===== src/rtl/sba_pkg.sv =====
// ----------------------------------------------------------------------------
// sba_pkg
// Shared types, constants and helper functions of the spectrum band averager.
// ----------------------------------------------------------------------------
package sba_pkg;

   // Default sizes
   localparam int BAND_COUNT_DEF = 128;
   localparam int FFT_SIZE_DEF   = 1024;

   // Widest bin index (FFT_SIZE up to 8192) and band counter (up to 256 bands)
   localparam int KMAX_W = 13;
   localparam int EXP_W  = 4;
   localparam int BAND_W = 8;

   // ln(2) in Q0.30
   localparam logic [29:0] LN2_Q30 = 30'd744261118;

   // Band gains, Q1.8
   localparam logic [8:0] GAIN_LOW  = 9'd128;
   localparam logic [8:0] GAIN_MID  = 9'd205;
   localparam logic [8:0] GAIN_HIGH = 9'd307;
   localparam logic [8:0] GAIN_REST = 9'd384;

   // Register indexes
   localparam logic [1:0] CSR_FIRST_BIN     = 2'd0;
   localparam logic [1:0] CSR_BINS_PER_BAND = 2'd1;
   localparam logic [1:0] CSR_NORM_SCALE    = 2'd2;

   localparam int QUEUE_DEPTH = 2;

   typedef struct packed {
      logic signed [31:0] bin_re;
      logic signed [31:0] bin_im;
      logic               frame_start;
   } sba_req_type;

   typedef struct packed {
      logic [6:0]  band_index;
      logic [31:0] band_value;
      logic        last_band;
      logic        saturated;
   } sba_rsp_type;

   typedef struct packed {
      logic [9:0]  first_bin;
      logic [9:0]  bins_per_band;
      logic [31:0] norm_scale;
   } sba_cfg_type;

   // One classified bin handed from front to back
   typedef struct packed {
      logic [31:0]       re_mag;
      logic [31:0]       im_mag;
      logic [KMAX_W-1:0] bin_idx;
      logic [BAND_W-1:0] band;
      logic              close;
      logic              last;
      logic              clear;
   } sba_job_type;

   typedef enum logic [3:0] {
      EX_IDLE,
      EX_SQ_RE,
      EX_SQ_IM,
      EX_ITER,
      EX_LN,
      EX_LNSQ,
      EX_WEIGHT,
      EX_NORM_HI,
      EX_NORM_LO,
      EX_GAIN,
      EX_OUT
   } sba_ex_state_type;

   // Position of the leading one
   function automatic logic [EXP_W-1:0] msb_pos(input logic [KMAX_W-1:0] k);
      logic [EXP_W-1:0] pos;
      pos = '0;
      for (int i = 0; i < KMAX_W; i++) begin
         if (k[i]) pos = EXP_W'(i);
      end
      return pos;
   endfunction

   // Gain by band range
   function automatic logic [8:0] band_gain(input logic [BAND_W-1:0] band);
      logic [8:0] g;
      if (band < BAND_W'(20))                               g = GAIN_LOW;
      else if (band < BAND_W'(40))                          g = GAIN_MID;
      else if (band >= BAND_W'(70) && band < BAND_W'(90))   g = GAIN_HIGH;
      else                                                  g = GAIN_REST;
      return g;
   endfunction

   // Two's complement magnitude
   function automatic logic [31:0] abs32(input logic [31:0] x);
      return x[31] ? (~x + 32'd1) : x;
   endfunction

endpackage


===== src/rtl/sba_front.sv =====
// ----------------------------------------------------------------------------
// sba_front
// Accepts bins, tracks bin/band counters and the spectrum-done flag, forms the
// absolute bin index and pushes one job per kept bin into the queue.
// ----------------------------------------------------------------------------
module sba_front #(
   parameter int BAND_COUNT = sba_pkg::BAND_COUNT_DEF,
   parameter int FFT_SIZE   = sba_pkg::FFT_SIZE_DEF
) (
   input  logic                 clock,
   input  logic                 reset,
   input  logic                 req_valid,
   output logic                 req_stall,
   input  sba_pkg::sba_req_type req_word,
   input  sba_pkg::sba_cfg_type cfg,
   input  logic                 q_full,
   output logic                 q_push,
   output sba_pkg::sba_job_type q_job
);
   import sba_pkg::*;

   localparam int BW   = $clog2(BAND_COUNT);
   localparam int KW   = $clog2(FFT_SIZE);
   localparam int KSUM = BW + 12;
   localparam logic [KSUM-1:0] K_LAST = KSUM'(FFT_SIZE - 1);
   localparam logic [BW-1:0]   B_LAST = BW'(BAND_COUNT - 1);

   logic [9:0]    bin_ff, bin_in;
   logic [BW-1:0] band_ff, band_in;
   logic          done_ff, done_in;

   logic [9:0]      bin_c, bpb;
   logic [BW-1:0]   band_c;
   logic            done_c, accept, close;
   logic [KSUM-1:0] k_full;
   logic [KW-1:0]   k_sat;

   assign req_stall = q_full;
   assign accept    = req_valid && !req_stall;

   // Frame start clears counters before this bin
   assign bin_c  = req_word.frame_start ? '0 : bin_ff;
   assign band_c = req_word.frame_start ? '0 : band_ff;
   assign done_c = req_word.frame_start ? 1'b0 : done_ff;
   assign bpb    = (cfg.bins_per_band == '0) ? 10'd1 : cfg.bins_per_band;
   assign close  = ({1'b0, bin_c} + 11'd1) >= {1'b0, bpb};

   // Absolute bin index, clipped to FFT_SIZE - 1
   assign k_full = KSUM'(cfg.first_bin) + KSUM'(band_c * bpb) + KSUM'(bin_c);
   assign k_sat  = (k_full > K_LAST) ? K_LAST[KW-1:0] : k_full[KW-1:0];

   always_comb begin
      q_job.re_mag  = abs32(req_word.bin_re);
      q_job.im_mag  = abs32(req_word.bin_im);
      q_job.bin_idx = KMAX_W'(k_sat);
      q_job.band    = BAND_W'(band_c);
      q_job.close   = close;
      q_job.last    = (band_c == B_LAST);
      q_job.clear   = req_word.frame_start;
   end
   assign q_push = accept && !done_c;

   // Counter update
   always_comb begin
      bin_in  = bin_ff;
      band_in = band_ff;
      done_in = done_ff;
      if (accept) begin
         bin_in  = bin_c;
         band_in = band_c;
         done_in = done_c;
         if (!done_c) begin
            if (close) begin
               bin_in = '0;
               if (band_c >= B_LAST) done_in = 1'b1;
               else                  band_in = band_c + BW'(1);
            end else begin
               bin_in = bin_c + 10'd1;
            end
         end
      end
   end

   always_ff @(posedge clock) begin
      if (reset) begin
         bin_ff  <= '0;
         band_ff <= '0;
         done_ff <= 1'b0;
      end else begin
         bin_ff  <= bin_in;
         band_ff <= band_in;
         done_ff <= done_in;
      end
   end

endmodule


===== config.mk =====
export PLATFORM = sky130hd
export DESIGN_NAME = sba_front
export DESIGN_NICKNAME = d
export VERILOG_FILES = /design/src/rtl/sba_pkg.sv /design/src/rtl/sba_front.sv
export SDC_FILE = /design/constraint.sdc
export NUM_CORES = 1
export LEC_CHECK = 0
export BUFFER_PORTS_ARGS = -buffer_cell sky130_fd_sc_hd__buf_2
export CORE_MARGIN = 2
export CORE_UTILIZATION = 35
export DETAILED_ROUTE_END_ITERATION = 10
export GPL_TIMING_DRIVEN = 0
export HOLD_SLACK_MARGIN = 0.05
export SLEW_MARGIN = 10
export SYNTH_ARGS = -nofsm -noshare
export SYNTH_HDL_FRONTEND = slang
export SYNTH_SLANG_ARGS = --single-unit

===== constraint.sdc =====
create_clock -name clock -period 12.9 [get_ports clock]
set_input_delay 0.645 -clock clock [delete_from_list [all_inputs] [get_ports clock]]
set_output_delay 0.645 -clock clock [all_outputs]
set_load 0.01 [all_outputs]

==> results.cfg <==
[status]
run_status = complete, no violations

[die]
core_um2 = 15700
chipHeight_um = 130
fp.dieW_um = 130
start_util_pct = 35.4
die-area_um2 = 16900
io_pins = 211
core.rowCount = 46

[place]
placed_cells = 1094
placedInstanceArea_um2 = 6710
place_congestion = 0.822
port-buffer-count = 174
place_hpwl_um = 12700

[final_layout]
area.growth.synth_to_final_pct = 22.2
antenna_cells = 0
fillers = 1706
utilization_pct = 43.2
num-nets-final = 1116
drive_gt1_share_pct = 23.2
finish.instance_area_um2 = 6790
multi_input_area_um2 = 4730
finalNonFillerCells = 1097
ff_latch_area_um2 = 360

[synth]
synth-seq-cells = 18
synth_adder_area_share_pct = 33.3
netlist.top_cell.by_area = sky130_fd_sc_hd__fa_1
synthXorXnorAreaFrac_pct = 12.8
synth_top_cell_area_share_pct = 21.6
syn_area_per_cell_um2 = 7.93
async_reset_ff_share_pct = 0
number_of_enable_flip_flop_cells_after_synthesis = 0
synth-seq-area-share_pct = 6.49
synth_top_cells_by_count = sky130_fd_sc_hd__inv_1, sky130_fd_sc_hd__xnor2_1, sky130_fd_sc_hd__nand2_1
synthTopCellsByArea = sky130_fd_sc_hd__fa_1, sky130_fd_sc_hd__ha_1, sky130_fd_sc_hd__xnor2_1, sky130_fd_sc_hd__dfxtp_1, sky130_fd_sc_hd__inv_1
synth_simple_gate_area_share_pct = 24.9
compound_gate_fraction_of_synth_area_pct = 13.5
post_synth_inst_count = 701
synth_mux_area_share_pct = 0.360
synth_most_common_cell = sky130_fd_sc_hd__inv_1
syn_area_um2 = 5560
count_of_synthesis_stage_warnings_from_yosys = 0
post_synth_num_cell_types = 54
ys.flop_type = sky130_fd_sc_hd__dfxtp_1
synth_top_family_by_area = adder cells

[power_and_ir_drop]
vdd_drop_max_uv = 56.4
total_leakage_power_nw = 3.31
power.density_nw_per_um2 = 34.2

[global_route]
grt_pass1_wl_um = 23400
grt_antenna_before_repair = 0
global_route.usage.met2_pct = 28.3
grt_busiest_layer = met2
vias_in_the_first_global_route = 4795
met1_routing_resource_usage_after_global_routing_pct = 24.7
grt_util_met3_pct = 1.68
gr-usage-all-layers_pct = 16.8
maximum_number_of_pins_on_one_net_before_global_route_repair = 12
grt_remaining_overflow = 0

[drt]
via_per_inst = 4.86
detail_route.wl_per_cell_um = 13.4
drt_first_pass_iters = 5
remaining_drc_errors = 0
ant_nets = 0
routed-via-count = 5333
drt-total-wl_um = 14700
drt-initial-drc-count = 239

[sta]
fin_crit_sh_pct = 57.1
slew_headroom_pct = 42.1
tightest_slew_ns = 0.863
timing_max_transition_violations_final = 0
final-hold-violation-count = 0
clock_skew_ns = 0.00232
post-route-min-period_ns = 7.36
timing.final.setup_violations = 0
maxClockFrequency_mhz = 136
post_route_setup_tns_ns = 0
rsz0062_at_grt = no

[worst_setup_path]
critPathMaxFanout = 10
cp_data_arrival_time_ns = 6.72
category_of_the_most_critical_setup_path = in -> out
timing.critical_path.to_type = primary output
crit_path_start_kind = input pin
required_ns = 12.26

[clock_network]
cts.repair_timing.setup_buffer_count = 0
clkLatencyLatePin_ns = 0.25
cts-htree-levels = 1
largest_buffer_count_on_any_clock_path = 2
clk_root_buffer_cell = sky130_fd_sc_hd__clkbuf_16
count_of_hold_fix_buffers_inserted_at_cts = 0
clock-sinks = 18
cts_inserted_buffers = 3
clk_pin_slew_worst_paths_ns = 0.05
cts_tree = done
number_of_instances_resized_during_post_cts_repair = 0

[run]
cap_viol_max_count = 0

[min_path]
min_path_type = reg -> reg
-- layout make-up --
class / count / share of cell area (%)
Timing Repair Buffer: 174 / 12.8
Buffer: 30 / 2.16
Sequential cell: 18 / 5.31
Clock buffer: 3 / 1.11
Inverter: 89 / 4.92
Tap cell: 216 / 3.98
Multi-Input combinational cell: 567 / 69.7
-- flip-flops by register name, indices dropped and copies added (netlist names) --
signal / cells
bin_ff: 10
band_ff: 7
done_ff: 1
-- power breakdown --
group	leakage, nW	switching, mW	total, mW	internal (mW)
Clock	0.0370	0.0219	0.0628	0.0409
Combinational	3.12	0.0630	0.113	0.0499
Sequential	0.145	0.000320	0.0562	0.0559
Total	3.31	0.0852	0.232	0.147
-- cells by family (layout without fill, tap and decap cells) --
family	count (synthesis)	in the layout
and+or+nand+nor	257	257
buffers and inverters	119	296
adders and majority gates	112	112
AOI/OAI and AO/OA	111	111
xor gates and xnor gates	81	81
DFF	18	18
muxes	2	2
other	1	4
-- layer usage --
metal  up-vias  routed length, um
met5         -                  0
li1       2692                  -
met1      2471               6750
met4         0                 44
met2       164               6840
met3         6               1060
-- path summary, 6_finish.rpt --
| kind | from | to | slack [ns] | depth (start not counted) |
|---|---|---|---|---|
| max reg2reg | bin_ff[0]$_SDFFE_PP0P_ | bin_ff[2]$_SDFFE_PP0P_ | 8.83 | 13 |
| max | req_word[0] | q_job[16] | 5.54 | 22 |
| min reg2reg | bin_ff[9]$_SDFFE_PP0P_ | bin_ff[9]$_SDFFE_PP0P_ | 0.46 | 2 |
| min | bin_ff[9]$_SDFFE_PP0P_ | bin_ff[9]$_SDFFE_PP0P_ | 0.46 | 2 |
-- critical path, cell delays in order --
cell                       delay [ns]
sky130_fd_sc_hd__buf_2           0.16
sky130_fd_sc_hd__clkbuf_1        0.25
sky130_fd_sc_hd__nor2b_1         0.47
sky130_fd_sc_hd__clkbuf_1        0.40
sky130_fd_sc_hd__nand2_1         0.14
sky130_fd_sc_hd__fa_1            0.50
sky130_fd_sc_hd__fa_1            0.55
sky130_fd_sc_hd__inv_1           0.06
sky130_fd_sc_hd__fa_1            0.52
sky130_fd_sc_hd__inv_1           0.05
sky130_fd_sc_hd__fa_1            0.52
sky130_fd_sc_hd__inv_1           0.04
sky130_fd_sc_hd__ha_1            0.34
sky130_fd_sc_hd__o211ai_1        0.10
sky130_fd_sc_hd__a21o_1          0.19
sky130_fd_sc_hd__a32oi_1         0.36
sky130_fd_sc_hd__a221o_1         0.23
sky130_fd_sc_hd__nor3b_1         0.19
sky130_fd_sc_hd__o211a_1         0.19
sky130_fd_sc_hd__clkbuf_1        0.42
sky130_fd_sc_hd__nand3_1         0.18
sky130_fd_sc_hd__buf_2           0.19
-- stage by stage --
stage | setup WS [ns] | hold slack, ns | power, mW
after CTS | 5.06 | 0.460 | 0.234
after global placement | 5.10 | 0.444 | 0.171
final | 5.54 | 0.461 | 0.232
after global routing | 5.03 | 0.504 | 0.248
after detailed placement | 5.07 | 0.451 | 0.172
after floorplan | 6.61 | 0.432 | 0.116
-- layout by cell type, fill, tap and decap left out, types with 5 or more instances in the layout --
master,instances
sky130_fd_sc_hd__a21o_1,6
sky130_fd_sc_hd__a21oi_1,27
sky130_fd_sc_hd__and2_1,37
sky130_fd_sc_hd__buf_2,174
sky130_fd_sc_hd__buf_4,9
sky130_fd_sc_hd__clkbuf_1,20
sky130_fd_sc_hd__dfxtp_1,18
sky130_fd_sc_hd__fa_1,60
sky130_fd_sc_hd__ha_1,52
sky130_fd_sc_hd__inv_1,88
sky130_fd_sc_hd__nand2_1,63
sky130_fd_sc_hd__nand2b_1,14
sky130_fd_sc_hd__nand3_1,26
sky130_fd_sc_hd__nand3b_1,5
sky130_fd_sc_hd__nor2_1,39
sky130_fd_sc_hd__nor2b_1,21
sky130_fd_sc_hd__nor3_1,9
sky130_fd_sc_hd__nor4_1,7
sky130_fd_sc_hd__o21ai_0,27
sky130_fd_sc_hd__o31ai_1,18
sky130_fd_sc_hd__o41ai_1,8
sky130_fd_sc_hd__or4_1,7
sky130_fd_sc_hd__xnor2_1,66
sky130_fd_sc_hd__xor2_1,15
Power figures use the tool's default switching activity.
