### config.mk
export PLATFORM = sky130hd
export DESIGN_NAME = sba_queue
export DESIGN_NICKNAME = d
export VERILOG_FILES = /design/src/rtl/sba_pkg.sv /design/src/rtl/sba_queue.sv
export SDC_FILE = /design/constraint.sdc
export NUM_CORES = 1
export LEC_CHECK = 0
export BUFFER_PORTS_ARGS = -buffer_cell sky130_fd_sc_hd__buf_2
export CORE_AREA = 2 2 134 136
export DETAILED_ROUTE_END_ITERATION = 6
export DIE_AREA = 0 0 136 138
export GPL_TIMING_DRIVEN = 0
export PLACE_DENSITY = 0.71
export SLEW_MARGIN = 20
export SYNTH_ARGS = -nofsm -noshare
export SYNTH_HDL_FRONTEND = slang
export SYNTH_SLANG_ARGS = --single-unit
### constraint.sdc
create_clock -name clock -period 4.8 [get_ports clock]
set_input_delay 0.72 -clock clock [delete_from_list [all_inputs] [get_ports clock]]
set_output_delay 0.72 -clock clock [all_outputs]
set_load 0.005 [all_outputs]
### src/rtl/sba_pkg.sv
// ----------------------------------------------------------------------------
// sba_pkg
// Shared types, constants and helper functions of the spectrum band averager.
// ----------------------------------------------------------------------------
package sba_pkg;

   // Default sizes
   localparam int BAND_COUNT_DEF = 128;
   localparam int FFT_SIZE_DEF   = 1024;

   // Widest bin index (FFT_SIZE up to 8192) and band counter (up to 256 bands)
   localparam int KMAX_W = 13;
   localparam int EXP_W  = 4;
   localparam int BAND_W = 8;

   // ln(2) in Q0.30
   localparam logic [29:0] LN2_Q30 = 30'd744261118;

   // Band gains, Q1.8
   localparam logic [8:0] GAIN_LOW  = 9'd128;
   localparam logic [8:0] GAIN_MID  = 9'd205;
   localparam logic [8:0] GAIN_HIGH = 9'd307;
   localparam logic [8:0] GAIN_REST = 9'd384;

   // Register indexes
   localparam logic [1:0] CSR_FIRST_BIN     = 2'd0;
   localparam logic [1:0] CSR_BINS_PER_BAND = 2'd1;
   localparam logic [1:0] CSR_NORM_SCALE    = 2'd2;

   localparam int QUEUE_DEPTH = 2;

   typedef struct packed {
      logic signed [31:0] bin_re;
      logic signed [31:0] bin_im;
      logic               frame_start;
   } sba_req_type;

   typedef struct packed {
      logic [6:0]  band_index;
      logic [31:0] band_value;
      logic        last_band;
      logic        saturated;
   } sba_rsp_type;

   typedef struct packed {
      logic [9:0]  first_bin;
      logic [9:0]  bins_per_band;
      logic [31:0] norm_scale;
   } sba_cfg_type;

   // One classified bin handed from front to back
   typedef struct packed {
      logic [31:0]       re_mag;
      logic [31:0]       im_mag;
      logic [KMAX_W-1:0] bin_idx;
      logic [BAND_W-1:0] band;
      logic              close;
      logic              last;
      logic              clear;
   } sba_job_type;

   typedef enum logic [3:0] {
      EX_IDLE,
      EX_SQ_RE,
      EX_SQ_IM,
      EX_ITER,
      EX_LN,
      EX_LNSQ,
      EX_WEIGHT,
      EX_NORM_HI,
      EX_NORM_LO,
      EX_GAIN,
      EX_OUT
   } sba_ex_state_type;

   // Position of the leading one
   function automatic logic [EXP_W-1:0] msb_pos(input logic [KMAX_W-1:0] k);
      logic [EXP_W-1:0] pos;
      pos = '0;
      for (int i = 0; i < KMAX_W; i++) begin
         if (k[i]) pos = EXP_W'(i);
      end
      return pos;
   endfunction

   // Gain by band range
   function automatic logic [8:0] band_gain(input logic [BAND_W-1:0] band);
      logic [8:0] g;
      if (band < BAND_W'(20))                               g = GAIN_LOW;
      else if (band < BAND_W'(40))                          g = GAIN_MID;
      else if (band >= BAND_W'(70) && band < BAND_W'(90))   g = GAIN_HIGH;
      else                                                  g = GAIN_REST;
      return g;
   endfunction

   // Two's complement magnitude
   function automatic logic [31:0] abs32(input logic [31:0] x);
      return x[31] ? (~x + 32'd1) : x;
   endfunction

endpackage

### src/rtl/sba_queue.sv
// ----------------------------------------------------------------------------
// sba_queue
// Two-entry job queue between the front and the back.
// ----------------------------------------------------------------------------
module sba_queue (
   input  logic                 clock,
   input  logic                 reset,
   input  logic                 push,
   input  sba_pkg::sba_job_type push_job,
   input  logic                 pop,
   output sba_pkg::sba_job_type head_job,
   output logic                 full,
   output logic                 empty
);
   import sba_pkg::*;

   localparam int PW = $clog2(QUEUE_DEPTH);

   sba_job_type        slot_ff [QUEUE_DEPTH];
   logic [PW-1:0]      wr_ff, wr_in, rd_ff, rd_in;
   logic [PW:0]        cnt_ff, cnt_in;

   assign full     = (cnt_ff == (PW + 1)'(QUEUE_DEPTH));
   assign empty    = (cnt_ff == '0);
   assign head_job = slot_ff[rd_ff];

   // Pointer and count update
   always_comb begin
      wr_in  = wr_ff;
      rd_in  = rd_ff;
      cnt_in = cnt_ff;
      if (push && !full) begin
         wr_in  = (wr_ff == PW'(QUEUE_DEPTH - 1)) ? '0 : wr_ff + PW'(1);
         cnt_in = cnt_in + (PW + 1)'(1);
      end
      if (pop && !empty) begin
         rd_in  = (rd_ff == PW'(QUEUE_DEPTH - 1)) ? '0 : rd_ff + PW'(1);
         cnt_in = cnt_in - (PW + 1)'(1);
      end
   end

   always_ff @(posedge clock) begin
      if (reset) begin
         wr_ff  <= '0;
         rd_ff  <= '0;
         cnt_ff <= '0;
      end else begin
         wr_ff  <= wr_in;
         rd_ff  <= rd_in;
         cnt_ff <= cnt_in;
      end
   end

   // Storage
   always_ff @(posedge clock) begin
      if (push && !full) slot_ff[wr_ff] <= push_job;
   end

endmodule

==> qor.yml, run 1 <==
status: "finished, final reports clean"
cp.arrival_ns: 1.91
whs_ns: 0.482
drc_errors: 0
core_um2: 17500
setup_tns_ns: 0
ys.flop_type: "edfxtp_1"
overflow: 0
finalHoldViolations: 0
yosysTopAreaCell: "edfxtp_1"
yosysWarnings: 0
wl_met2_mm: 6.04
synth_nets: 397
grt_pass1_wl_mm: 18.5
clock-sinks: 181
cts_tree: "yes"
synth_seq_cells: 181
rows: 49
drive_above_1_share_pct: 44.2
rsz0062_at_grt: "false"
drt-met1-wl_mm: 4.75
place_area_um2: 7910
grt_pass1_vias: 3677
path_clk_slew_ns: 0.07
totalWireLength_mm: 11.9
crit_path_max_fanout: 10
worstSetupPathType: "reg -> out"
wl_met3_um: 912
startpoint_type: "register"
dp_slack_ns: 2.39
drtIter0Drc: 178
synth.avg_cell_area_um2: 21.8
area_growth_pct: 28.5
hp-class: "in -> reg"
cp-end-kind: "output pin"
layout.cells.non_filler: 749
tightest_slew_ns: 0.763
slowest_delay_ns: 0.36
syn_inst: 303
final_util_pct: 48.5
finalWeightedCongestion: 0.690
critPathRequiredTime_ns: 4.08
fin_ws_ns: 2.17
clkLatencyLatePin_ns: 0.42
gr-usage-all-layers_pct: 13.0
viasPerCell: 4.54
finalSetupViolations: 0
fin_worst_skew_ns: 0.00918
timing.final.crit_share_pct: 54.7
io_buffers: 181
mostFrequentLayoutCells: "190 x buf_2, 176 x edfxtp_1, 88 x mux2_1"
multi_input_area_um2: 1180
antenna_left: 0
die_h_um: 138
nets: 601
worst_path_max_delay_cell: "mux2_1"
maxUsedRoutingLayer: "met4"
p_total_mw: 4.56
postCtsHoldBufs: 0
pin_count: 182
pwr_density_cell_nw_per_um2: 537
timing.critical_path.mode_cell: "buf_2"
worst-path-buf-inv: 4
maxSlewHeadroom_pct: 49.0
synth_edf_count: 176
dr_total_vias: 3399
cap_violations: 0
fill_cells: 1525
cts_buffers: 17
clockBufferDepth: 2
ys_seq_area_share_pct: 81.4
die_width_um: 136
wl_per_cell_um: 15.9
ys_types: 22
path_delay_family: "buffers and inverters"
synth.top_cell.area_share_pct: 79.9
die-area_um2: 18800
ctsResizeCount: 0
diodes: 0
drt_first_pass_iters: 4
yosys-top-cells-area: "edfxtp_1 80%, mux2_1 15%, dfxtp_1 1.5%"
htree_levels: 4
regArea_um2: 5390
hpwlAfterDp_mm: 8.24
syn_area_um2: 6620
path_cells: "buf_2 -> buf_4 -> buf_2 -> mux2_1 -> buf_2"
antenna_found_initial: 0
path_depth: 5
fmax_mhz: 381
start_util_pct: 37.7
leakagePower_nw: 3.22
mostFrequentLayoutCell: "buf_2"
post_cts_buffers: 0
grt_max_degree: 53
vdd_drop_max_v: 0.000267
root_buffer: "clkbuf_16"
reg2reg_depth: 5
dp_cells: 717
hold-path-cell-count: 1
async_reset_ff_share_pct: 0
fin_area_um2: 8500
drv_slew: 0
period_needed_ns: 2.63
[state kept, by name, summed over array words and instances, names as in the netlist, named ones only]
| register | count |
|---|---|
| cnt_ff | 2 |
| wr_ff | 1 |
| rd_ff | 1 |
| slot_ff | 176 |
[logic make-up after synthesis]
group                    count (synthesis)  share of synthesized area, %
adder cells (fa/ha/maj)                  2                         0.378
flip-flops                             181                          81.4
XOR/XNOR                                 3                         0.605
buffers and inverters                   12                         0.908
AND/OR/NAND/NOR                         16                          1.57
multiplexers                            89                          15.1
[path summary, 6_finish.rpt]
path | start | to | slack, ns
hold reg to reg | rd_ff | register | 0.52
hold / removal | push_job[23] | slot_ff[0][23] | 0.48
setup / recovery | register | head_job[61] | 2.17
setup reg to reg | cnt_ff[0] | slot_ff[1][80] | 2.45
[cells in the mapped netlist (2+ instances only)]
library cell	number
inv_1	2
mux2_1	88
buf_2	9
dfxtp_1	5
xnor2_1	2
edfxtp_1	176
ha_1	2
nor2_1	5
[layer usage]
metal | up-vias | global-route usage (%)
met5 | - | 0
met4 | 0 | 4.44
met2 | 118 | 22.1
met3 | 14 | 5.54
met1 | 1662 | 14.5
li1 | 1605 | -
[worst register-to-register path, stage by stage, from the launching register on]
cell and delay [ns]:
dfxtp_1 0.39, inv_1 0.08, ha_1 0.25, and2b_1 0.30, and2_4 0.68, buf_12 0.31
[final cells by class]
class / instances / share of cell area, %
clock inverters: 15 / 1.91
inverters: 2 / 0.0883
well taps: 229 / 3.37
multi-input cells: 110 / 13.9
plain buffers: 10 / 0.618
repair buffers: 185 / 11.8
clock buffers: 17 / 5.00
flip-flops and latches: 181 / 63.3
[where the power goes]
group          switching, mW  leakage [nW]  internal (mW)
Combinational          0.561          1.24          0.521
Clock                  0.615         0.287          0.738
Sequential            0.0617          1.69           2.06
(Power assumes the default switching activity.)
==> inputs of run 2 (changes only) <==
- clock period: 4.8 -> 2.3 ns (I/O delays scaled with it)
==> run 2 against run 1 <==
Routed wire length up 1.4%. Final cell count down 0.13%. Critical path depth unchanged. Clock skew down 0.0038 ns. First-iteration DRC count up 1.7%. Highest routed layer unchanged.
==> qor.yml, run 2 (synthesis gave the netlist of run 1 again) <==
startpoint_type: "register"
mostFrequentLayoutCell: "buf_2"
rsz0062_at_grt: "false"
core_um2: 17500  # unchanged
p_sw_mw: 2.44  # +97%
cp-end-kind: "output pin"
start_util_pct: 37.7  # unchanged
final_util_pct: 48.4  # -0.057 points
mostFrequentLayoutCells: "188 x buf_2, 176 x edfxtp_1, 88 x mux2_1"
die_width_um: 136  # unchanged
antenna_left: 0  # unchanged
grt_pass1_vias: 3732  # +1.5%
die-area_um2: 18800  # unchanged
wl_per_cell_um: 16.1  # +1.6%
reg2reg_depth: 6  # +1
worstSetupPathType: "reg -> out"
pwr_density_cell_nw_per_um2: 1110  # +110%
dr_total_vias: 3423  # +0.71%
hold-path-cell-count: 1  # unchanged
die_h_um: 138  # unchanged
drive_above_1_share_pct: 43.7  # -0.49 points
status: "finished, final reports clean"
diodes: 0  # unchanged
regArea_um2: 5390  # about the same
drtIter0Drc: 181  # +1.7%
hp-class: "in -> reg"
htree_levels: 4  # unchanged
finalSetupViolations: 0  # unchanged
largest-register: "slot_ff"
maxSlewHeadroom_pct: 60.3  # +11 points
drv_slew: 0  # unchanged
tightest_slew_ns: 0.594  # -0.169 ns
vdd_drop_max_v: 0.000509  # +91%
nets: 602  # +0.17%
gr-usage-all-layers_pct: 13.2  # +0.27 points
largest_reg_flops: 176  # unchanged
period_needed_ns: 2.15
finalHoldViolations: 0  # unchanged
post_cts_buffers: 0  # unchanged
drc_errors: 0  # unchanged
critPathRequiredTime_ns: 1.96  # -2.12 ns
fin_worst_skew_ns: 0.00542  # -0.00376 ns
antenna_found_initial: 0  # unchanged
area_growth_pct: 28.4
overflow: 0  # unchanged
cap_violations: 0  # unchanged
whs_ns: 0.113  # -0.368 ns
rows: 49  # unchanged
totalWireLength_mm: 12.0  # +1.4%
combPwrFrac_pct: 24.3  # +0.6 points
fill_cells: 1511  # -0.92%
drt_first_pass_iters: 4  # unchanged
swShare_pct: 25.9  # -1.2 points
io_buffers: 181  # unchanged
grt_max_degree: 36  # -32%
hpwlAfterDp_mm: 8.35  # +1.4%
p_int_mw: 6.99  # +110%
clkPwrFrac_pct: 28.6  # -1.1 points
viasPerCell: 4.58  # +0.84%
pin_count: 182  # unchanged
leakagePower_nw: 3.20  # -0.60%
grt_pass1_wl_mm: 18.7  # +1.0%
clock-sinks: 181  # unchanged
multi_input_area_um2: 1200  # +1.7%
cts_tree: "yes"
finalWeightedCongestion: 0.686  # -0.68%
cts_buffers: 17  # unchanged
clockBufferDepth: 2  # unchanged
path_clk_slew_ns: 0.06  # about the same
largestRegisters: "slot_ff (176), cnt_ff (2)"
cp.arrival_ns: 1.81  # -0.10 ns
timing.final.crit_share_pct: 93.5
p_seq_share_pct: 47.1  # +0.5 points
fmax_mhz: 465
clkLatencyLatePin_ns: 0.41  # about the same
crit_path_max_fanout: 10  # unchanged
root_buffer: "clkbuf_16"
run 2: layout make-up:
class                      count  area share, %
clock inverter                12           1.34
multi-input combinational    110           14.1
buffer                        10          0.722
sequential                   181           63.4
clock buffer                  18           5.05
timing repair buffer         186           11.8
inverter                       2         0.0884
tap                          229           3.37
run 2: per-stage QoR:
| step | total power, mW | setup WS (ns) | setup TNS, ns | std cells | cell area [um^2] |
|---|---|---|---|---|---|
| finish | 9.43 | 0.150 | 0 | 748 | 8490 |
| global route | 9.96 | 0.0313 | 0 | 748 | 8490 |
| CTS | 9.58 | 0.0327 | 0 | 748 | 8490 |
| detailed placement | 6.85 | 0.261 | 0 | 718 | 7940 |
| global placement | 6.71 | -0.804 | -127.89 | 713 | 7840 |
| floorplan | 5.74 | -0.117 | -16.10 | 303 | 6650 |
run 2: final timing paths:
check / startpoint / to / slack [ns]
max: register / head_job[49] / 0.15
min reg2reg: rd_ff / register / 0.53
max reg2reg: cnt_ff[0] / slot_ff[0][46] / 0.30
min: push_job[15] / slot_ff[1][15] / 0.11
run 2: critical path, cell delays in order, from the launching register on:
cell	delay, ns
dfxtp_1	0.30
buf_2	0.21
buf_6	0.19
buf_4	0.20
mux2_1	0.35
buf_2	0.13
run 2: metal layers:
metal	up-vias	global-route usage [%]	part of all wire, %	wire length [um]
met2	123	22.3	50	6080
met1	1668	14.3	39	4710
met4	0	6.36	2.5	297
met5	-	0	0	0
met3	24	5.57	8.0	958
li1	1608	-	-	-
run 2: power groups by stage:
stage,Combinational (mW),Clock (mW),Sequential [mW]
global route,2.55,2.92,4.48
floorplan,1.25,0,4.49
detailed placement,2.34,0,4.51
finish,2.29,2.70,4.44
global placement,2.18,0,4.52
CTS,2.36,2.77,4.45
run 2: what timing repair did:
item | 4_1_cts | 5_1_grt
hold buffers | 0 | 0
resized for setup | 2 | 1
setup endpoints to repair | 20 | 14
pin swaps | 0 | 0
hold endpoints to repair | 0 | 0
==> inputs of run 3 (changes only) <==
--- a/config.mk
+++ b/config.mk
@@ -12,4 +12,5 @@
 export GPL_TIMING_DRIVEN = 0
 export PLACE_DENSITY = 0.71
+export REMOVE_ABC_BUFFERS = 1
 export SLEW_MARGIN = 20
 export SYNTH_ARGS = -nofsm -noshare
==> constraint.sdc (replaced) <==
create_clock -name clock -period 2.3 [get_ports clock]
set_input_delay 0.46 -clock clock [delete_from_list [all_inputs] [get_ports clock]]
set_output_delay 0.46 -clock clock [all_outputs]
set_load 0.005 [all_outputs]
==> run 3 against run 2 <==
Worst hold slack improved by 0.12 ns. Die area did not move. Clock skew barely moved. Total power rose by 4.8%. Clock power rose by 13%. Register-to-register slack got worse by 0.08 ns. Sequential cell count did not move. Critical path type unchanged. Setup slack got worse by 0.046 ns. Via count rose by 0.18%.
==> qor.yml, run 3 (synthesis gave the netlist of run 1 again) <==
fmax_mhz: 455  # -2.1%
grt_pass1_vias: 3842  # +2.9%
fin_worst_skew_ns: 0.00581  # +0.000389 ns
start_util_pct: 37.7  # unchanged
finalSetupViolations: 0  # unchanged
postCtsHoldBufs: 0  # unchanged
p_total_mw: 9.89  # +4.8%
worst-path-buf-inv: 2  # -2
clockBufferDepth: 2  # unchanged
crit_path_max_fanout: 47  # +37
htree_levels: 4  # unchanged
clock-sinks: 181  # unchanged
cp.arrival_ns: 1.74  # -0.07 ns
hold_start: "push_job[26]"
maxSlewHeadroom_pct: 66.7  # +6.4 points
io_buffers: 181  # unchanged
hpwlAfterDp_mm: 8.48  # +1.5%
period_needed_ns: 2.20  # +0.0460 ns
grt_pass1_wl_mm: 19.5  # +4.4%
cts_buffers: 17  # unchanged
wl_per_cell_um: 17.0  # +5.4%
regArea_um2: 5390  # about the same
die-area_um2: 18800  # unchanged
whs_ns: 0.229  # +0.115 ns
holdPathEnd: "slot_ff[0][26]"
gr-usage-all-layers_pct: 13.8  # +0.55 points
antenna_left: 0  # unchanged
dr_total_vias: 3429  # +0.18%
path_clk_slew_ns: 0.07  # about the same
finalHoldViolations: 0  # unchanged
slowest_delay_ns: 0.51  # +0.16 ns
cap_violations: 0  # unchanged
die_width_um: 136  # unchanged
largest_reg_flops: 176  # unchanged
rrSetupSlack_ns: 0.22  # -0.08 ns
rows: 49  # unchanged
root_buffer: "clkbuf_16"
tightest_slew_ns: 0.498  # -0.0961 ns
overflow: 0  # unchanged
hold-path-cell-count: 1  # unchanged
diodes: 0  # unchanged
reg2reg_depth: 6  # unchanged
timing.final.crit_share_pct: 95.5  # +2.0 points
critPathRequiredTime_ns: 1.84  # -0.12 ns
drtIter0Drc: 118  # -35%
worst_path_max_delay_cell: "dfxtp_4"
layout.cells.non_filler: 743  # -0.67%
grt_max_degree: 48  # +33%
status: "finished, final reports clean"
largestRegisters: "slot_ff (176), cnt_ff (2)"
ctsResizeCount: 0  # -2
worstSetupPathType: "reg -> out"
clkLatencyLatePin_ns: 0.41  # about the same
rr_endpoint: "slot_ff[0][75]"
totalWireLength_mm: 12.6  # +4.7%
fill_cells: 1509  # -0.13%
antenna_found_initial: 0  # unchanged
path_delay_family: "flip-flops"
hp-class: "in -> reg"
drt_first_pass_iters: 4  # unchanged
vdd_drop_max_v: 0.000521  # +2.3%
pwr_density_cell_nw_per_um2: 1150  # +3.4%
dp_cells: 710  # -1.1%
mostFrequentLayoutCells: "181 x buf_2, 176 x edfxtp_1, 88 x mux2_1"
rsz0062_at_grt: "false"
multi_input_area_um2: 1180  # -1.7%
drc_errors: 0  # unchanged
largest-register: "slot_ff"
r2r_start: "cnt_ff[0]"
finalWeightedCongestion: 0.706  # +2.9%
die_h_um: 138  # unchanged
cts_tree: "yes"
viasPerCell: 4.62  # +0.85%
cp-end-kind: "output pin"
startpoint_type: "register"
path_cells: "buf_16 -> mux2_1 -> buf_2"
pin_count: 182  # unchanged
nets: 596  # -1.0%
mostFrequentLayoutCell: "buf_2"
drv_slew: 0  # unchanged
drive_above_1_share_pct: 43.6  # -0.16 points
leakagePower_nw: 3.24  # +1.3%
core_um2: 17500  # unchanged
area_growth_pct: 30.1
-- run 3: cell count changes in the layout (fill, tap and decap cells not counted), moves of 2 or more --
cell       delta
buf_2         -7
inv_6         +4
buf_16        +6
clkinv_1      -4
bufinv_16     +2
buf_4         -2
buf_12        -3
-- run 3: metal layers --
| layer | wire length (um) | global-route usage (%) |
|---|---|---|
| met5 | 0 | 0 |
| met4 | 183 | 5.10 |
| met3 | 851 | 4.77 |
| met2 | 6670 | 24.7 |
| met1 | 4900 | 14.9 |
-- run 3: what timing repair did --
item | in CTS | in global routing
setup endpoints to repair | 47 | 0
endpoints found under the hold margin | 0 | 0
setup buffers | 2 | 0
-- run 3: layout make-up --
| type | instances | area share, % |
|---|---|---|
| clock buffer | 17 | 4.94 |
| clock inverter | 14 | 2.30 |
| inverter | 2 | 0.0872 |
| tap | 229 | 3.33 |
| sequential | 181 | 62.6 |
| timing repair buffer | 190 | 13.0 |
| multi-input combinational | 110 | 13.7 |
-- run 3: worst max path at each step --
stage | startpoint | endpoint | slack, ns | depth (start not counted)
3_5_place_dp | cnt_ff[0] | slot_ff[0][75] | 0.19 | 6
4_1_cts | register | head_job[23] | 0.05 | 3
5_1_grt | register | head_job[67] | 0.02 | 3
2_1_floorplan | cnt_ff[0] | slot_ff[0][0] | -2.71 | 4
3_3_place_gp | cnt_ff[0] | slot_ff[0][29] | -4.80 | 4
6_report | register | head_job[70] | 0.10 | 3
-- run 3: where the power goes --
part | switching [mW] | internal (mW) | leakage [nW]
clock | 1.22 | 1.83 | 0.308
sequential | 0.180 | 4.31 | 1.69
combinational | 1.17 | 1.17 | 1.24
total | 2.57 | 7.32 | 3.24
-- run 3: worst register-to-register path: cells and delay by family, from the launching register on --
family	cells	cell delay, ns
buf+inv	3	0.49
simple gates	2	0.64
fa+ha+maj	1	0.26
flops	1	0.39
-- run 3: metrics by stage --
| stage | utilization [%] | setup WS [ns] | setup TNS [ns] | cell area [um^2] |
|---|---|---|---|---|
| after floorplan | - | -2.71 | -414.32 | 6560 |
| after global placement | 44.2 | -4.80 | -788.59 | 7750 |
| after detailed placement | 45.3 | 0.194 | 0 | 7950 |
| after CTS | 49.1 | 0.0473 | 0 | 8610 |
| after global routing | 49.1 | 0.0159 | 0 | 8610 |
| final | 49.1 | 0.104 | 0 | 8610 |
